[src/hw/rtl/crsc_pkg.sv]
`timescale 1ns / 1ps
// ----------------------------------------------------------------------------
// crsc_pkg: shared definitions for the cell record stream checker
// Constants of the file layout, the FNV-1a-64 step, result word codes and the
// result record that travels from the parser to the output register.
// ----------------------------------------------------------------------------
package crsc_pkg;

  localparam logic [63:0] HASH_BASIS = 64'hcbf2_9ce4_8422_2325;

  localparam int HeaderLen  = 4 * 5;
  localparam int RecordLen  = 8 + 4 * (3 + 4 + 3);
  localparam int TrailerLen = 8;

  localparam int POS_W = 40;
  localparam int OFF_W = 6;

  localparam logic [POS_W-1:0] POS_MAX     = {POS_W{1'b1}};
  localparam logic [POS_W-1:0] HEADER_END  = POS_W'(HeaderLen);
  localparam logic [POS_W-1:0] FILE_END_0  = POS_W'(HeaderLen + TrailerLen);
  localparam logic [OFF_W-1:0] REC_LAST    = OFF_W'(RecordLen - 1);

  // Configuration register indexes.
  localparam int CFG_IDX_W = 1;
  localparam logic [CFG_IDX_W-1:0] CFG_MAGIC   = 1'b0;
  localparam logic [CFG_IDX_W-1:0] CFG_VERSION = 1'b1;

  // Header word slots (byte position divided by four).
  localparam logic [2:0] HDR_MAGIC   = 3'd0;
  localparam logic [2:0] HDR_VERSION = 3'd1;
  localparam logic [2:0] HDR_X       = 3'd2;
  localparam logic [2:0] HDR_Y       = 3'd3;

  // Result word kinds.
  localparam logic [2:0] KIND_ID       = 3'd0;
  localparam logic [2:0] KIND_POSITION = 3'd1;
  localparam logic [2:0] KIND_ROTATION = 3'd2;
  localparam logic [2:0] KIND_SCALE    = 3'd3;
  localparam logic [2:0] KIND_STATUS   = 3'd4;

  typedef struct packed {
    logic [2:0]         word_kind;
    logic [1:0]         component;
    logic [31:0]        record_number;
    logic [63:0]        word_value;
    logic               verdict;
    logic signed [31:0] cell_x;
    logic signed [31:0] cell_y;
    logic [31:0]        records_declared;
    logic               end_of_file;
  } result_t;

  // One FNV-1a-64 step. The prime is 2^40 + 0x1b3, so the product is a sum of
  // seven shifted copies.
  function automatic logic [63:0] fnv_step(input logic [63:0] h, input logic [7:0] b);
    logic [63:0] x;
    x = h ^ {56'd0, b};
    return x + (x << 1) + (x << 4) + (x << 5) + (x << 7) + (x << 8) + (x << 40);
  endfunction

  // Writes one byte into a byte lane of a 64-bit word.
  function automatic logic [63:0] put_lane(input logic [63:0] word, input logic [2:0] lane,
                                           input logic [7:0] b);
    logic [63:0] res;
    res = word;
    res[{lane, 3'b000} +: 8] = b;
    return res;
  endfunction

  // 20 + 48 * count, built from shifts.
  function automatic logic [POS_W-1:0] body_end_of(input logic [31:0] count);
    logic [POS_W-1:0] c;
    c = {{(POS_W-32){1'b0}}, count};
    return (c << 5) + (c << 4) + HEADER_END;
  endfunction

endpackage

[src/hw/rtl/crsc_parse.sv]
`timescale 1ns / 1ps
// ----------------------------------------------------------------------------
// crsc_parse: file parser and integrity state
// Holds the hash, byte position and gathered words of the current file and
// produces at most one result per byte when step is high.
// ----------------------------------------------------------------------------
module crsc_parse (
  input  logic              clk,
  input  logic              rst_n,
  input  logic              step,
  input  logic [7:0]        data_byte,
  input  logic              final_byte,
  input  logic [31:0]       expected_magic,
  input  logic [31:0]       expected_version,
  output logic              res_valid,
  output crsc_pkg::result_t res
);

  localparam int POS_W = crsc_pkg::POS_W;
  localparam int OFF_W = crsc_pkg::OFF_W;

  logic [63:0]       hash_r, hash_nxt;
  logic [POS_W-1:0]  pos_r, pos_nxt;
  logic [63:0]       gather_r, gather_nxt;
  logic              hdr_ok_r, hdr_ok_nxt;
  logic [31:0]       count_r, count_nxt;
  logic [31:0]       x_r, x_nxt;
  logic [31:0]       y_r, y_nxt;
  logic [OFF_W-1:0]  off_r, off_nxt;
  logic [31:0]       rec_cnt_r, rec_cnt_nxt;
  logic [63:0]       trailer_r, trailer_nxt;
  logic [POS_W-1:0]  body_end_r, body_end_nxt;
  logic [POS_W-1:0]  file_end_r, file_end_nxt;

  logic              in_hdr, in_body, in_trl;
  logic              hdr_done, body_done;
  logic [2:0]        hdr_sel;
  logic              off_lt8;
  logic [OFF_W-1:0]  rel;
  logic [3:0]        wsel;
  logic [2:0]        lane;
  logic [63:0]       gather_ins;
  logic [31:0]       hdr_word;
  logic              file_ok;
  logic [2:0]        kind;
  logic [1:0]        comp;

  always_comb begin
    in_hdr  = pos_r < crsc_pkg::HEADER_END;
    in_body = !in_hdr && (pos_r < body_end_r);
    in_trl  = !in_hdr && !in_body && (pos_r < file_end_r);

    hdr_sel  = pos_r[4:2];
    hdr_done = in_hdr && (pos_r[1:0] == 2'd3);

    off_lt8   = off_r < OFF_W'(8);
    rel       = off_r - OFF_W'(8);
    wsel      = rel[5:2];
    body_done = in_body && (off_lt8 ? (off_r == OFF_W'(7)) : (rel[1:0] == 2'd3));

    if (in_hdr) begin
      lane = {1'b0, pos_r[1:0]};
    end else if (off_lt8) begin
      lane = off_r[2:0];
    end else begin
      lane = {1'b0, rel[1:0]};
    end
    gather_ins = crsc_pkg::put_lane(gather_r, lane, data_byte);
    hdr_word   = gather_ins[31:0];

    if (wsel < 4'd3) begin
      kind = crsc_pkg::KIND_POSITION;
      comp = wsel[1:0];
    end else if (wsel < 4'd7) begin
      kind = crsc_pkg::KIND_ROTATION;
      comp = 2'(wsel - 4'd3);
    end else begin
      kind = crsc_pkg::KIND_SCALE;
      comp = 2'(wsel - 4'd7);
    end
    if (off_lt8) begin
      kind = crsc_pkg::KIND_ID;
      comp = 2'd0;
    end

    hash_nxt     = (in_hdr || in_body) ? crsc_pkg::fnv_step(hash_r, data_byte) : hash_r;
    gather_nxt   = gather_r;
    hdr_ok_nxt   = hdr_ok_r;
    count_nxt    = count_r;
    x_nxt        = x_r;
    y_nxt        = y_r;
    off_nxt      = off_r;
    rec_cnt_nxt  = rec_cnt_r;
    trailer_nxt  = trailer_r;
    body_end_nxt = body_end_r;
    file_end_nxt = file_end_r;

    if (in_hdr || in_body) begin
      gather_nxt = (hdr_done || body_done) ? 64'd0 : gather_ins;
    end

    if (hdr_done) begin
      case (hdr_sel)
        crsc_pkg::HDR_MAGIC: begin
          if (hdr_word != expected_magic) hdr_ok_nxt = 1'b0;
        end
        crsc_pkg::HDR_VERSION: begin
          if (hdr_word != expected_version) hdr_ok_nxt = 1'b0;
        end
        crsc_pkg::HDR_X: x_nxt = hdr_word;
        crsc_pkg::HDR_Y: y_nxt = hdr_word;
        default: begin
          count_nxt    = hdr_word;
          body_end_nxt = crsc_pkg::body_end_of(hdr_word);
          file_end_nxt = crsc_pkg::body_end_of(hdr_word) + POS_W'(crsc_pkg::TrailerLen);
        end
      endcase
    end

    if (in_body) begin
      if (off_r == crsc_pkg::REC_LAST) begin
        off_nxt     = '0;
        rec_cnt_nxt = rec_cnt_r + 32'd1;
      end else begin
        off_nxt = off_r + OFF_W'(1);
      end
    end

    // Trailer byte lane is the offset past the body, whose low bits are a
    // difference of the low bits alone.
    if (in_trl) begin
      trailer_nxt = crsc_pkg::put_lane(trailer_r, pos_r[2:0] - body_end_r[2:0], data_byte);
    end

    file_ok = hdr_ok_nxt && (pos_r != crsc_pkg::POS_MAX) &&
              (({1'b0, pos_r} + (POS_W+1)'(1)) == {1'b0, file_end_r}) &&
              (trailer_nxt == hash_nxt);

    pos_nxt = (pos_r == crsc_pkg::POS_MAX) ? pos_r : pos_r + POS_W'(1);

    res_valid = final_byte || body_done;
    res       = '0;
    if (final_byte) begin
      res.word_kind        = crsc_pkg::KIND_STATUS;
      res.record_number    = rec_cnt_nxt;
      res.word_value       = hash_nxt;
      res.verdict          = !file_ok;
      res.cell_x           = x_nxt;
      res.cell_y           = y_nxt;
      res.records_declared = count_nxt;
      res.end_of_file      = 1'b1;
    end else begin
      res.word_kind     = kind;
      res.component     = comp;
      res.record_number = rec_cnt_r;
      res.word_value    = gather_ins;
    end
  end

  always_ff @(posedge clk) begin
    if (!rst_n || (step && final_byte)) begin
      hash_r     <= crsc_pkg::HASH_BASIS;
      pos_r      <= '0;
      gather_r   <= '0;
      hdr_ok_r   <= 1'b1;
      count_r    <= '0;
      x_r        <= '0;
      y_r        <= '0;
      off_r      <= '0;
      rec_cnt_r  <= '0;
      trailer_r  <= '0;
      body_end_r <= crsc_pkg::HEADER_END;
      file_end_r <= crsc_pkg::FILE_END_0;
    end else if (step) begin
      hash_r     <= hash_nxt;
      pos_r      <= pos_nxt;
      gather_r   <= gather_nxt;
      hdr_ok_r   <= hdr_ok_nxt;
      count_r    <= count_nxt;
      x_r        <= x_nxt;
      y_r        <= y_nxt;
      off_r      <= off_nxt;
      rec_cnt_r  <= rec_cnt_nxt;
      trailer_r  <= trailer_nxt;
      body_end_r <= body_end_nxt;
      file_end_r <= file_end_nxt;
    end
  end

`ifndef ASSERT_OFF
  a_off_range: assert property (@(posedge clk) disable iff (!rst_n)
    off_r <= crsc_pkg::REC_LAST)
    else $error("record offset beyond the record length");

  a_file_end: assert property (@(posedge clk) disable iff (!rst_n)
    file_end_r == body_end_r + POS_W'(crsc_pkg::TrailerLen))
    else $error("file end does not follow body end");

  a_clear_after_final: assert property (@(posedge clk) disable iff (!rst_n)
    step && final_byte |=> pos_r == '0 && hash_r == crsc_pkg::HASH_BASIS && rec_cnt_r == '0)
    else $error("file state not cleared after the last byte");
`endif

endmodule

[config.mk]
export PLATFORM = sky130hd
export DESIGN_NAME = crsc_parse
export DESIGN_NICKNAME = d
export VERILOG_FILES = /design/src/hw/rtl/crsc_pkg.sv /design/src/hw/rtl/crsc_parse.sv
export SDC_FILE = /design/constraint.sdc
export NUM_CORES = 2
export LEC_CHECK = 0
export ABC_CLOCK_PERIOD_IN_PS = 21600
export BUFFER_PORTS_ARGS = -buffer_cell sky130_fd_sc_hd__buf_4
export CORE_AREA = 2 2 351 353
export DETAILED_ROUTE_END_ITERATION = 6
export DIE_AREA = 0 0 353 355
export GPL_TIMING_DRIVEN = 1
export SYNTH_ARGS = -nofsm -noshare
export SYNTH_HDL_FRONTEND = slang
export SYNTH_SLANG_ARGS = --single-unit
[constraint.sdc]
create_clock -name clk -period 21.6 [get_ports clk]
set_clock_uncertainty 0.2 [all_clocks]
set_input_delay 6.48 -clock clk [delete_from_list [all_inputs] [get_ports clk]]
set_output_delay 6.48 -clock clk [all_outputs]
set_load 0.05 [all_outputs]
==> metrics.csv <==
stage,metric,value,unit
clock_tree,cts_resized,0,
worst_setup_path,cp.required,14920,ps
grt,antenna_found_initial,4,
min_path,hold_class,reg -> reg,
timing,slew_viol_final,0,
clock_tree,clock_latency,660,ps
grt,grt_max_degree,96,
logic_synthesis,synth_ff_type,dfxtp_1,
timing,setup_viol,0,
route,drt-vias-per-instance,5.33,
route,wire_per_inst,22.6,um
grt,grt_pass1_vias,32039,
die,core_area,121000,um^2
worst_setup_path,crit_type,in -> out,
logic_synthesis,synth-simple-area-share,18.1,%
die,fp.dieArea,125000,um^2
worst_setup_path,rrSetupSlack,12710,ps
logic_synthesis,synth_top_area_share,22.2,%
route,drt_wl_total,145000,um
final_layout,drive_gt1_share,11.2,%
worst_setup_path,critical_path.cell_chain,buf_4 -> xnor2_1 -> inv_1 -> fa_1 -> fa_1 -> fa_1 -> ha_1 -> ha_1 -> nand3_1 -> nor3_1 -> nand3_1 -> a21boi_0 -> o21ai_0 -> a211oi_1 -> o311a_1 -> o41ai_1 -> buf_4 -> o311ai_0 -> o311ai_0 -> a2111oi_0 -> a31oi_1 -> buf_4,
timing,rsz0062_at_grt,no,
clock_tree,htree_num_levels,2,
clock_tree,root_buffer,clkbuf_16,
die,io_pins,276,
worst_setup_path,endpoint_kind,output pin,
run_status,outcome,"complete, no violations",
clock_tree,cts_hold_buf,0,
worst_setup_path,critical_path.top_delay_family,compound AO/OA/AOI/OAI gates,
grt,grt_pass1_wl,212000,um
run,drv_cap,0,
worst_setup_path,worst-path-buf-inv,4,
logic_synthesis,synth_cell_type_count,93,
final_layout,area_growth,15.5,%
timing,period_needed,20740,ps
die,initial_utilization,29.8,%
clock_tree,clk_pin_slew_worst_paths,60,ps
timing,period_share,96.0,%
route,drt_iter0_drc,3395,
placed_design,port_buffers,275,
logic_synthesis,yosysMostFrequentCell,nor2_1,
clock_tree,post_cts.repair.setup_buffers,0,
die,num_rows,128,
logic_synthesis,synth_area_leaders,"dfxtp_1 (22%), fa_1 (14%), ha_1 (6.6%)",
logic_synthesis,ys_top_cells_by_count,"nor2_1 (581), inv_1 (500), dfxtp_1 (401)",
clock_tree,cts_tree,built,
worst_setup_path,worst_setup_path_start_kind,primary input,
logic_synthesis,synth-edff-count,0,
timing,relSlewSlack,16.4,%
logic_synthesis,synth_top_area_cell,dfxtp_1,
timing,fin_setup_tns,0,ps
grt,grt_use_total,22.3,%
timing,hold_viol,0,
final_layout,nets,5256,
logic_synthesis,synthAdderAreaFrac,20.2,%
logic_synthesis,synth-xor-area-share,8.12,%
logic_synthesis,synthMuxAreaShare,5.20,%
placed_design,place.gp.congestion,0.982,
logic_synthesis,synthCells,4608,
timing,max_freq,48.2,MHz
route,vias,34142,
logic_synthesis,synth_compound_area_share,18.0,%
logic_synthesis,ys_seq_area_share,22.2,%
clock_tree,cts_buffers,51,
logic_synthesis,yosysWarnings,0,
route,antenna_left,0,
logic_synthesis,netlist_area,36200,um^2
die,die_w,353,um
die,die_h,355,um
worst_setup_path,cp_slowest_stage_delay,840,ps
placed_design,dpl.hpwl,112000,um
route,drc,0,
logic_synthesis,ys_seq_elements,401,
route,first_pass_iters,6,
worst_setup_path,cp_max_fo,6,
worst_setup_path,slowest_stage,xnor2_1,
clock_tree,clock_sinks,401,
grt,gr-total-overflow,0,
logic_synthesis,synth_nets,5121,
timing,tightest_slew,1250,ps
logic_synthesis,avgSynthCellArea,7.86,um^2
logic_synthesis,postSynth.asyncResetShare,0,%
clock_tree,clockBufferDepth,3,
logic_synthesis,synth_top_family_by_area,adder cells,
worst_setup_path,cp.arrival,14060,ps
[cell usage in the layout (no fill, tap or decap), drive strengths merged, types with 39 or more instances in the layout]
cell / Yosys / final
nor2: 584 / 584
inv: 501 / 508
dfxtp: 401 / 401
buf: 35 / 360
nand2: 351 / 351
a21oi: 336 / 336
fa: 246 / 246
a211oi: 224 / 224
o21ai: 193 / 193
ha: 191 / 191
xnor2: 172 / 172
mux2i: 168 / 168
xor2: 164 / 164
nand3: 117 / 117
nor3: 79 / 79
clkbuf: 243 / 63
nand4: 56 / 56
nor4: 43 / 43
and3: 41 / 41
a21o: 39 / 39
[layout make-up]
class                   instances  area, um^2
fillers                     12982       79500
multi-input cells            3425       25400
repair buffers                360        2700
diodes                          2        5.00
inverters                     504        1890
well taps                    1625        2030
clock buffers                  63        1400
flip-flops and latches        401        8030
clock inverters                27         364
[through the flow]
step	instance area, um^2	worst slack (ps)	hold WS, ps	cells	util, %
6_report	41900	863	250	6407	34.5
5_1_grt	41900	310	271	6405	34.5
3_3_place_gp	40100	1060	238	6315	33.0
4_1_cts	41900	884	251	6405	34.5
2_1_floorplan	36200	1450	231	4608	-
3_5_place_dp	40100	905	244	6315	33.0
[worst reg2reg max path: cells and delay by family, from the launching register on]
family	cells	cell delay [ps]
AO/OA/AOI/OAI	12	2800
XOR/XNOR	1	100
adder cells (fa/ha/maj)	3	930
buffers and inverters	2	460
flip-flops	1	380
multiplexers	1	430
AND/OR/NAND/NOR	9	3500
[metal layers]
metal  wire length (um)  share of wire, %  GRT usage, %
met5                 22             0.015             0
met4               4460               3.1          6.61
met3              15200                11          5.96
met2              62400                43          34.2
met1              62400                43          30.7
[sequential cells by signal (all words and copies together), names as in the netlist]
signal and flops:
hdr_ok_r 1, rec_cnt_r 32, off_r 6, count_r 32, y_r 32, x_r 32, pos_r 40, gather_r 64
file_end_r 34, hash_r 64, trailer_r 64
[kinds of logic after synthesis]
logic type,Yosys count
flip-flops,401
multiplexers,184
AND/OR/NAND/NOR,1439
AO/OA/AOI/OAI,1029
XOR/XNOR,336
buffers and inverters,782
adder cells (fa/ha/maj),437
[worst paths after layout]
path,startpoint,end,cells past startpoint
setup / recovery,data_byte[5],res[97],22
hold / removal,trailer_r[13],trailer_r[13],2
setup reg to reg,pos_r[12],file_end_r[36],28
hold reg to reg,trailer_r[13],trailer_r[13],2
Power is not shown: default switching activity piles up to over one toggle a cycle in this logic, so the estimate is an artifact.
